===== config.mk =====
export PLATFORM = sky130hd
export DESIGN_NAME = h3inv_queue
export DESIGN_NICKNAME = d
export VERILOG_FILES = /design/src/hw/rtl/h3inv_pkg.sv /design/src/hw/rtl/h3inv_queue.sv
export SDC_FILE = /design/constraint.sdc
export NUM_CORES = 1
export LEC_CHECK = 0
export ABC_CLOCK_PERIOD_IN_PS = 4100
export CAP_MARGIN = 30
export CORE_UTILIZATION = 69
export CTS_BUF_LIST = sky130_fd_sc_hd__clkbuf_4 sky130_fd_sc_hd__clkbuf_8
export CTS_CLUSTER_SIZE = 12
export DETAILED_ROUTE_END_ITERATION = 10
export DONT_BUFFER_PORTS = 1
export GPL_ROUTABILITY_DRIVEN = 0
export GPL_TIMING_DRIVEN = 1
export HOLD_SLACK_MARGIN = 0.1
export PLACE_DENSITY = 0.85
export SYNTH_ARGS = -nofsm -noshare
export SYNTH_HDL_FRONTEND = slang
export SYNTH_SLANG_ARGS = --single-unit

===== constraint.sdc =====
create_clock -name aclk -period 4.1 [get_ports aclk]
set_clock_uncertainty 0.2 [all_clocks]
set_input_delay 0.205 -clock aclk [delete_from_list [all_inputs] [get_ports aclk]]
set_output_delay 0.205 -clock aclk [all_outputs]
set_load 0.02 [all_outputs]

===== src/hw/rtl/h3inv_pkg.sv =====
// Shared constants, tables and types of the Hermitian 3x3 inverse core.
`default_nettype none
package h3inv_pkg;

    localparam int FIELD_W           = 32;
    localparam int NUM_IN            = 9;
    localparam int NUM_COF           = 9;
    localparam int NUM_PROD          = 27;
    localparam int NUM_DET_TERMS     = 5;
    localparam int S_TDATA_W         = NUM_IN * FIELD_W;
    localparam int DET_W             = 64;
    localparam int INV_BITS          = NUM_COF * FIELD_W;
    localparam int M_TDATA_W         = INV_BITS + DET_W;
    localparam int M_TUSER_W         = 2;
    localparam int TUSER_SINGULAR    = 0;
    localparam int TUSER_SATURATED   = 1;

    localparam int DATA_WIDTH_DEF    = 32;
    localparam int FRACTION_BITS_DEF = 16;
    localparam int QUEUE_DEPTH_DEF   = 4;

    localparam int CFG_ADDR_W        = 3;
    localparam int CFG_DATA_W        = 32;
    localparam logic REG_DET_ONLY    = 1'b0;

    // Input order: d00 d11 d22 a_re a_im b_re b_im c_re c_im (a=01, b=02, c=12).
    // Three products per cofactor; cofactor k = p0 +/- p1 - p2.
    localparam int PROD_A [NUM_PROD] = '{1, 7, 8,  0, 5, 6,  0, 3, 4,
                                         5, 6, 3,  6, 5, 4,  3, 4, 5,
                                         3, 4, 6,  5, 6, 0,  6, 5, 0};
    localparam int PROD_B [NUM_PROD] = '{2, 7, 8,  2, 5, 6,  1, 3, 4,
                                         7, 8, 2,  7, 8, 2,  7, 8, 1,
                                         8, 7, 1,  3, 4, 7,  3, 4, 8};
    // Bit k set: middle product is added for cofactor k.
    localparam logic [NUM_COF-1:0] COF_ADD = 9'b011001000;

    // Determinant along the first row: input times cofactor.
    localparam int DET_IN  [NUM_DET_TERMS] = '{0, 3, 4, 5, 6};
    localparam int DET_COF [NUM_DET_TERMS] = '{0, 3, 4, 5, 6};

    typedef struct packed {
        logic full;
        logic empty;
    } q_status_t;

endpackage
`default_nettype wire


===== src/hw/rtl/h3inv_queue.sv =====
// Small register FIFO between the front and back parts.
`default_nettype none
module h3inv_queue #(
    parameter int WIDTH = 8,
    parameter int DEPTH = h3inv_pkg::QUEUE_DEPTH_DEF
) (
    input  wire logic               aclk,
    input  wire logic               aresetn,
    input  wire logic               push,
    input  wire logic [WIDTH-1:0]   push_data,
    input  wire logic               pop,
    output logic      [WIDTH-1:0]   pop_data,
    output h3inv_pkg::q_status_t    stat
);
    localparam int PW = (DEPTH > 1) ? $clog2(DEPTH) : 1;
    localparam int CNTW = $clog2(DEPTH + 1);

    logic [WIDTH-1:0] mem_reg [DEPTH];
    logic [PW-1:0]    wr_reg, wr_next, rd_reg, rd_next;
    logic [CNTW-1:0]  cnt_reg, cnt_next;

    assign wr_next  = (wr_reg == PW'(DEPTH - 1)) ? '0 : wr_reg + 1'b1;
    assign rd_next  = (rd_reg == PW'(DEPTH - 1)) ? '0 : rd_reg + 1'b1;
    assign cnt_next = cnt_reg + CNTW'(push) - CNTW'(pop);

    always_ff @(posedge aclk) begin
        if (!aresetn) begin
            wr_reg  <= '0;
            rd_reg  <= '0;
            cnt_reg <= '0;
        end else begin
            if (push) begin
                wr_reg <= wr_next;
            end
            if (pop) begin
                rd_reg <= rd_next;
            end
            cnt_reg <= cnt_next;
        end
    end

    always_ff @(posedge aclk) begin
        if (push) begin
            mem_reg[wr_reg] <= push_data;
        end
    end

    assign pop_data   = mem_reg[rd_reg];
    assign stat.full  = (cnt_reg == CNTW'(DEPTH));
    assign stat.empty = (cnt_reg == '0);

endmodule
`default_nettype wire


==> results, run 1 <==
- Dividing the detail-routed wire length by the instance count gives 18.8 microns.
- The clock period could shrink to 2.36 ns.
- The antenna violation net count after detailed routing is 0.
- The count of max-cap constraint violations is 0.
- The placed wire-length estimate after detailed placement is 1.64 mm.
- The worst hold path begins at push.
- The root buffer selected by CTS is clkbuf_4.
- During I/O placement, the number of pins put on the boundary was 22.
- Of all nets on the critical path, the largest fanout is 2.
- In the post-synthesis netlist, the cell with the most instances is edfxtp_1.
- The first-pass iteration count of the detailed router is 4.
- The total number of vias is 784.
- The total overflow left after global routing is 0.
- Setup repair after global routing left no endpoint under its margin.
- The power per standard cell area is 473 nW/um^2.
- For the final routed database, the setup TNS stands at 0 ns.
- The highest clock rate is 423 MHz.
- Counting flops and latches in the post-synthesis netlist gives 41.
- The count of port buffers added during placement is 0.
- The first-pass GRT wire length is 3.88 mm.
- TritonCTS built the clock tree.
- The initial antenna violation count is 0.
- The floorplan has 17 rows.
- The total count of max-transition violations in the final report is 0.
- The register with the most flip-flops in the layout has 32 of them.
- The number of global-route vias before repair is 803.
- CTS saw 41 sinks.
- No sink is reached through more buffers than the 2 on the longest clock path.
- For this run, the number of Yosys warnings is 0.
- By count the netlist is led by edfxtp_1 (32), dfxtp_1 (9), mux4_2 (8), ha_1 (7), inv_1 (7).
- The die covers 2540 sq um.
- The worst path required time is 4.14 ns.
- In this run the worst setup path begins at cnt_reg[0].
- Of all flip-flops after synthesis, the portion carrying an async set or reset was 0%.
- The largest net degree at the start of global routing is 14.
- The met1 track demand over resource is 27.2%.
- For the worst-skew pair, the clock arrives at the later sink with an insertion delay of 0.34 ns.
- Summed over its instances, the top area cell type makes up 59.5% of the synthesized netlist area.
- The flow ran to the end, and the final reports show no timing, DRC or antenna violations.
- The startpoint identified for the worst register-to-register timing path is cnt_reg[0].
- After detailed routing, the total wire length is 2.48 mm.
- The final number of hold-violating endpoints is 0.
- The part of the Yosys area used for sequential elements is 70.6%.
- Synthesis produced a netlist with a net count of 106.
- For the worst setup path, the data arrival time is 2.41 ns.
- The worst pin sits at a relative slew slack of 51.9%.
- In this run, distinct cell masters in the synthesized netlist total 17.
- Yosys mapped a number of flops with a built-in enable equal to 32.
- The critical path is of the reg2reg type.
- Clock-pin slew was measured on the worst setup and hold paths at 0.12 ns.
- The maximum resistive drop on vdd is 0.519 mV.
- By area the synthesized netlist is led by edfxtp_1 (59%), dfxtp_1 (11%), mux4_2 (11%).
- The per-cell via count in the routed design is 5.94.
- The mean cell area of the mapped netlist is 18.8 sq um.
- In the synthesized netlist, the number of instances is 86.
- The largest total area in the synthesized netlist belongs to edfxtp_1.
- Dividing the final minimum period by the clock period gives 57.7%.
- The mapped netlist covers 1620 sq um.
- The type of element launching the critical path is a flip-flop.
- The repair_antennas step left the layout with diodes totalling 0.
- The area of the core is 2210 sq um.
- The remaining design rule violation count is 0.
- The number of CTS-inserted buffers is 5.
- The net count reported at finish is 123.
- In the global route stage, met3 resource usage came out at 9.70%.
- The area growth from synthesis to final layout is 13.6%.
- The worst path setup slack after routing is 1.74 ns.
- met2 is the most crowded layer.
- Setup violations remaining at the end of the flow were counted as 0.
- The violation count after the first detailed-route iteration is 25.
- The die boundary width is 50.4 microns.
- The initial cell density of the core is 73.0%.
- The fraction of layout cells with a size suffix above 1 is 15.4%.
- Global routing consumed, on the met2 layer, 39.8% of the routing resources.
- The maximum level of the CTS H-tree is 2.
- The tightest min-delay check is of the in2reg type.
- The kind of end point of the critical path is a flip-flop.
- The total routing resource utilization after global routing is 24.0%.
- The worst setup timing slack at the placement stage is 2.15 ns.
- Summed over all cells, the static leakage comes to 0.668 nW.
- For the pin with the worst max-slew slack, the measured transition is 0.716 ns.
- For this run, the leading register cell type out of synthesis is edfxtp_1.
- The die is 50.4 microns tall.
==> metal layers <==
layer  vias to the layer above  share of wire, %
met4                         0               1.4
met2                        28                53
met1                       398                40
met5                         -                 0
met3                         6               5.5
li1                        352                 -
==> path summary, 6_finish.rpt <==
check                       end  depth (start not counted)  slack [ns]
hold / removal    mem_reg[1][4]                          1        0.13
setup / recovery     cnt_reg[1]                          7        1.74
setup reg to reg     cnt_reg[1]                          7        1.74
hold reg to reg       flip-flop                          2        0.33
==> where the power goes <==
part | internal [mW] | leakage (nW) | switching (mW)
Clock | 0.134 | 0.0456 | 0.119
Combinational | 0.0578 | 0.254 | 0.0630
Sequential | 0.474 | 0.368 | 0.0186
Total | 0.666 | 0.668 | 0.201
==> cell families after synthesis <==
group | synth area share [%]
buffers and inverters | 2.63
XOR/XNOR | 1.47
AO/OA/AOI/OAI | 0.620
AND/OR/NAND/NOR | 5.58
flip-flops | 70.6
adder cells (fa/ha/maj) | 6.66
multiplexers | 12.4
==> per-stage QoR <==
| stage | total power, mW | area [sq um] | util [%] | hold slack, ns | cells |
|---|---|---|---|---|---|
| 5_1_grt | 0.898 | 1830 | 82.9 | 0.117 | 132 |
| 3_3_place_gp | 0.596 | 1630 | 73.9 | 0.104 | 112 |
| 3_5_place_dp | 0.604 | 1630 | 73.9 | 0.104 | 112 |
| 2_1_floorplan | 0.588 | 1620 | - | 0.104 | 86 |
| 6_report | 0.867 | 1830 | 82.9 | 0.125 | 132 |
| 4_1_cts | 0.869 | 1830 | 82.9 | 0.114 | 132 |
==> cell type report <==
type	instances	area (sq um)
clock inverters	2	35.0
inverters	7	26.3
clock buffers	6	45.0
flip-flops and latches	41	1140
multi-input cells	36	432
well taps	28	35.0
repair buffers	12	120
fillers	112	378
==> critical path: stages (launching register included) <==
cell and delay, ns:
dfxtp_1 0.36, inv_1 0.07, ha_1 0.28, inv_1 0.05, ha_1 0.19, fa_1 0.42
and2_1 0.16, dlygate4sd3_1 0.54
==> placed cells by master, fill, tap and decap left out, types with 3 or more instances in the layout <==
cell type	instances
and2_1	6
clkbuf_4	6
dfxtp_1	9
dlygate4sd3_1	12
edfxtp_1	32
ha_1	7
inv_1	7
mux4_2	8
nor2_1	3
==> timing repair <==
item | 4_1_cts | 5_1_grt
endpoints found under the hold margin | 41 | 0
hold buffers | 12 | 0
setup buffers | 0 | 0
gates resized for setup | 0 | 0
Power figures use the tool's default switching activity.
==> run 2: changes to the inputs <==
--- a/config.mk
+++ b/config.mk
@@ -5,9 +5,9 @@
 export SDC_FILE = /design/constraint.sdc
 export NUM_CORES = 1
 export LEC_CHECK = 0
-export ABC_CLOCK_PERIOD_IN_PS = 4100
+export ABC_CLOCK_PERIOD_IN_PS = 2000
 export CAP_MARGIN = 30
-export CORE_UTILIZATION = 69
+export CORE_UTILIZATION = 58
 export CTS_BUF_LIST = sky130_fd_sc_hd__clkbuf_4 sky130_fd_sc_hd__clkbuf_8
 export CTS_CLUSTER_SIZE = 12
 export DETAILED_ROUTE_END_ITERATION = 10
@@ -15,7 +15,7 @@
 export GPL_ROUTABILITY_DRIVEN = 0
 export GPL_TIMING_DRIVEN = 1
 export HOLD_SLACK_MARGIN = 0.1
-export PLACE_DENSITY = 0.85
+export PLACE_DENSITY = 0.76
 export SYNTH_ARGS = -nofsm -noshare
 export SYNTH_HDL_FRONTEND = slang
 export SYNTH_SLANG_ARGS = --single-unit
==> constraint.sdc (replaced) <==
create_clock -name aclk -period 2 [get_ports aclk]
set_clock_uncertainty 0.2 [all_clocks]
set_input_delay 0.1 -clock aclk [delete_from_list [all_inputs] [get_ports aclk]]
set_output_delay 0.1 -clock aclk [all_outputs]
set_load 0.02 [all_outputs]
==> run 2 against run 1 <==
- total power increased by 94%
- final cell count rose by 2.3%
- via count is 2.8% lower
- sequential share of layout area grew 0.15 points
- clock power grew 71%
- worst setup slack worse by 1.7 ns
- flip-flop and latch count stayed put
- first-iteration DRC count is 48% lower
- register-to-register slack worse by 1.7 ns
- clock-buffer cell count up 2
- critical endpoint is now cnt_reg[0]
- global-route usage decreased by 6.0 points
==> results, run 2 (synthesis gave the netlist of run 1 again) <==
- The per-cell via count in the routed design is 5.64 (-5.0%).
- The worst path required time is 2.04 ns (-2.10 ns).
- The remaining global-route overflow came to 0 (unchanged).
- The reported leakage power is 0.662 nW (-0.82%).
- The final number of hold-violating endpoints is 0 (unchanged).
- The flip-flop count of the largest register after layout is 32 (unchanged).
- Clock tree synthesis selected as its root buffer the cell clkbuf_4.
- The first-pass iteration count of the detailed router is 2 (-2).
- The area of the core was 2540 sq um (+15%).
- The first-pass GRT wire length is 3.40 mm (-12%).
- The total routing resource utilization after global routing is 18.0% (-6.0 points).
- The worst path uses 97.8% of the clock period.
- The highest clock rate is 511 MHz.
- The net count reported at finish is 124 (+0.81%).
- The class of the tightest hold or removal check is in2reg.
- The area growth from synthesis to final layout is 13.4%.
- The placed wire-length estimate after detailed placement came to 1.46 mm (-11%).
- The initial cell density of the core is 63.5% (-9.5 points).
- The number of buffers between clock root and the deepest sink is 2 (unchanged).
- The final setup violation count is 0 (unchanged).
- The critical-path maximum fanout is 4 (+2).
- The most common library cell in the layout ignoring fill and taps is edfxtp_1.
- The number of global-route vias before repair is 798 (-0.62%).
- The initial antenna violation count is 0 (unchanged).
- The count of port buffers added during placement is 0 (unchanged).
- The worst setup path is captured at a flip-flop.
- The maximum level of the CTS H-tree came to 2 (unchanged).
- The number of sinks driven by the clock tree is 41 (unchanged).
- The setup slack on the worst flop-to-flop path came to 0.05 ns (-1.69 ns).
- The startpoint-to-endpoint class of the critical path is in2reg.
- The clock edge transition at the registers on the reported setup and hold paths came to 0.11 ns (about the same).
- The final-layout setup total negative slack is 0 ns (unchanged).
- The maximum resistive drop on vdd is 0.761 mV (+47%).
- The total power is 1.68 mW (+94%).
- The fraction of layout cells with a size suffix above 1 came to 17.1% (+1.8 points).
- The boundary pin count was 22 (unchanged).
- The number of rows created at floorplan was 18 (+1).
- The final routed wirelength across all metal layers came to 2.19 mm (-12%).
- The TritonCTS clock tree is done.
- In the layout the commonest cells are edfxtp_1 (32), dlygate4sd3_1 (12), mux4_2 (8), dfxtp_1 (8).
- The average routed wire per standard cell is 16.2 microns (-14%).
- The headroom to the max-slew limit came to 57.9% (+6.0 points).
- The largest net degree at the start of global routing is 13 (-1).
- The antenna diode count is 0 (unchanged).
- The power per standard cell area is 918 nW/um^2 (+94%).
- The worst setup path is launched from an input pin.
- The data arrival at the endpoint of the critical path came to 2.00 ns (-0.41 ns).
- After layout, the minimum clock period comes to 1.96 ns.
- The total number of vias was 762 (-2.8%).
- The violation count after the first detailed-route iteration is 13 (-48%).
- The flow ran to the end, and the final reports show no timing, DRC or antenna violations.
- The total count of max-transition violations in the final report is 0 (unchanged).
- The die area is 3000 sq um (+18%).
- The remaining design rule violation count was 0 (unchanged).
- The number of CTS-inserted buffers is 5 (unchanged).
- The count of max-cap constraint violations is 0 (unchanged).
- Setup repair after global routing left no endpoint under its margin.
- The antenna violation net count after detailed routing is 0 (unchanged).
- The die boundary width came to 54.8 microns (+8.7%).
- The slew at the pin closest to its max-slew limit is 0.627 ns (-0.0888 ns).
- The vertical die dimension is 54.8 microns (+8.7%).
- The clock latency of the later-clocked register in the worst-skew pair is 0.34 ns (about the same).
-- run 2: timing repair --
item / in CTS / in global routing
buffers inserted: 0 / 0
endpoints found under the hold margin: 73 / 0
hold buffers: 12 / 0
gates resized for setup: 0 / 1
endpoints found under the setup margin: 0 / 2
-- run 2: final cells by class --
class                      instances  area [sq um]
sequential                        41          1140
fill                             156           713
multi-input combinational         36           432
timing repair buffer              13           128
clock buffer                       8          66.3
tap                               30          37.5
inverter                           7          26.3
-- run 2: per-stage QoR --
step | instance area (sq um) | utilization (%) | hold WS (ns) | setup slack (ns) | std cells
2_1_floorplan | 1620 | - | -0.00113 | 0.134 | 86
3_3_place_gp | 1640 | 64.6 | -0.000995 | 0.122 | 115
3_5_place_dp | 1640 | 64.6 | -0.00102 | 0.0635 | 115
4_1_cts | 1830 | 71.9 | 0.231 | 0.0347 | 135
5_1_grt | 1830 | 72.0 | 0.265 | 0.00109 | 135
6_report | 1830 | 72.0 | 0.257 | 0.0436 | 135
-- run 2: critical path: stages --
cell	delay [ns]
dlygate4sd3_1	0.59
ha_1	0.30
inv_1	0.04
ha_1	0.26
dlygate4sd3_1	0.56
and2_1	0.14
-- run 2: path summary, 6_finish.rpt --
| kind | from | end | depth (start not counted) |
|---|---|---|---|
| hold reg to reg | rd_reg[0] | flip-flop | 2 |
| hold / removal | push_data[1] | mem_reg[0][1] | 1 |
| setup reg to reg | cnt_reg[0] | cnt_reg[0] | 6 |
| setup / recovery | pop | cnt_reg[0] | 6 |
-- run 2: metal layers --
layer	wire length [microns]	GRT usage (%)
met2	1120	29.7
met5	0	0
met4	57	12.0
met3	116	6.11
met1	890	19.5
-- run 2: power breakdown --
part / internal [mW] / switching [mW]
registers: 0.971 / 0.0284
clock network: 0.201 / 0.233
logic: 0.120 / 0.129
total: 1.29 / 0.391
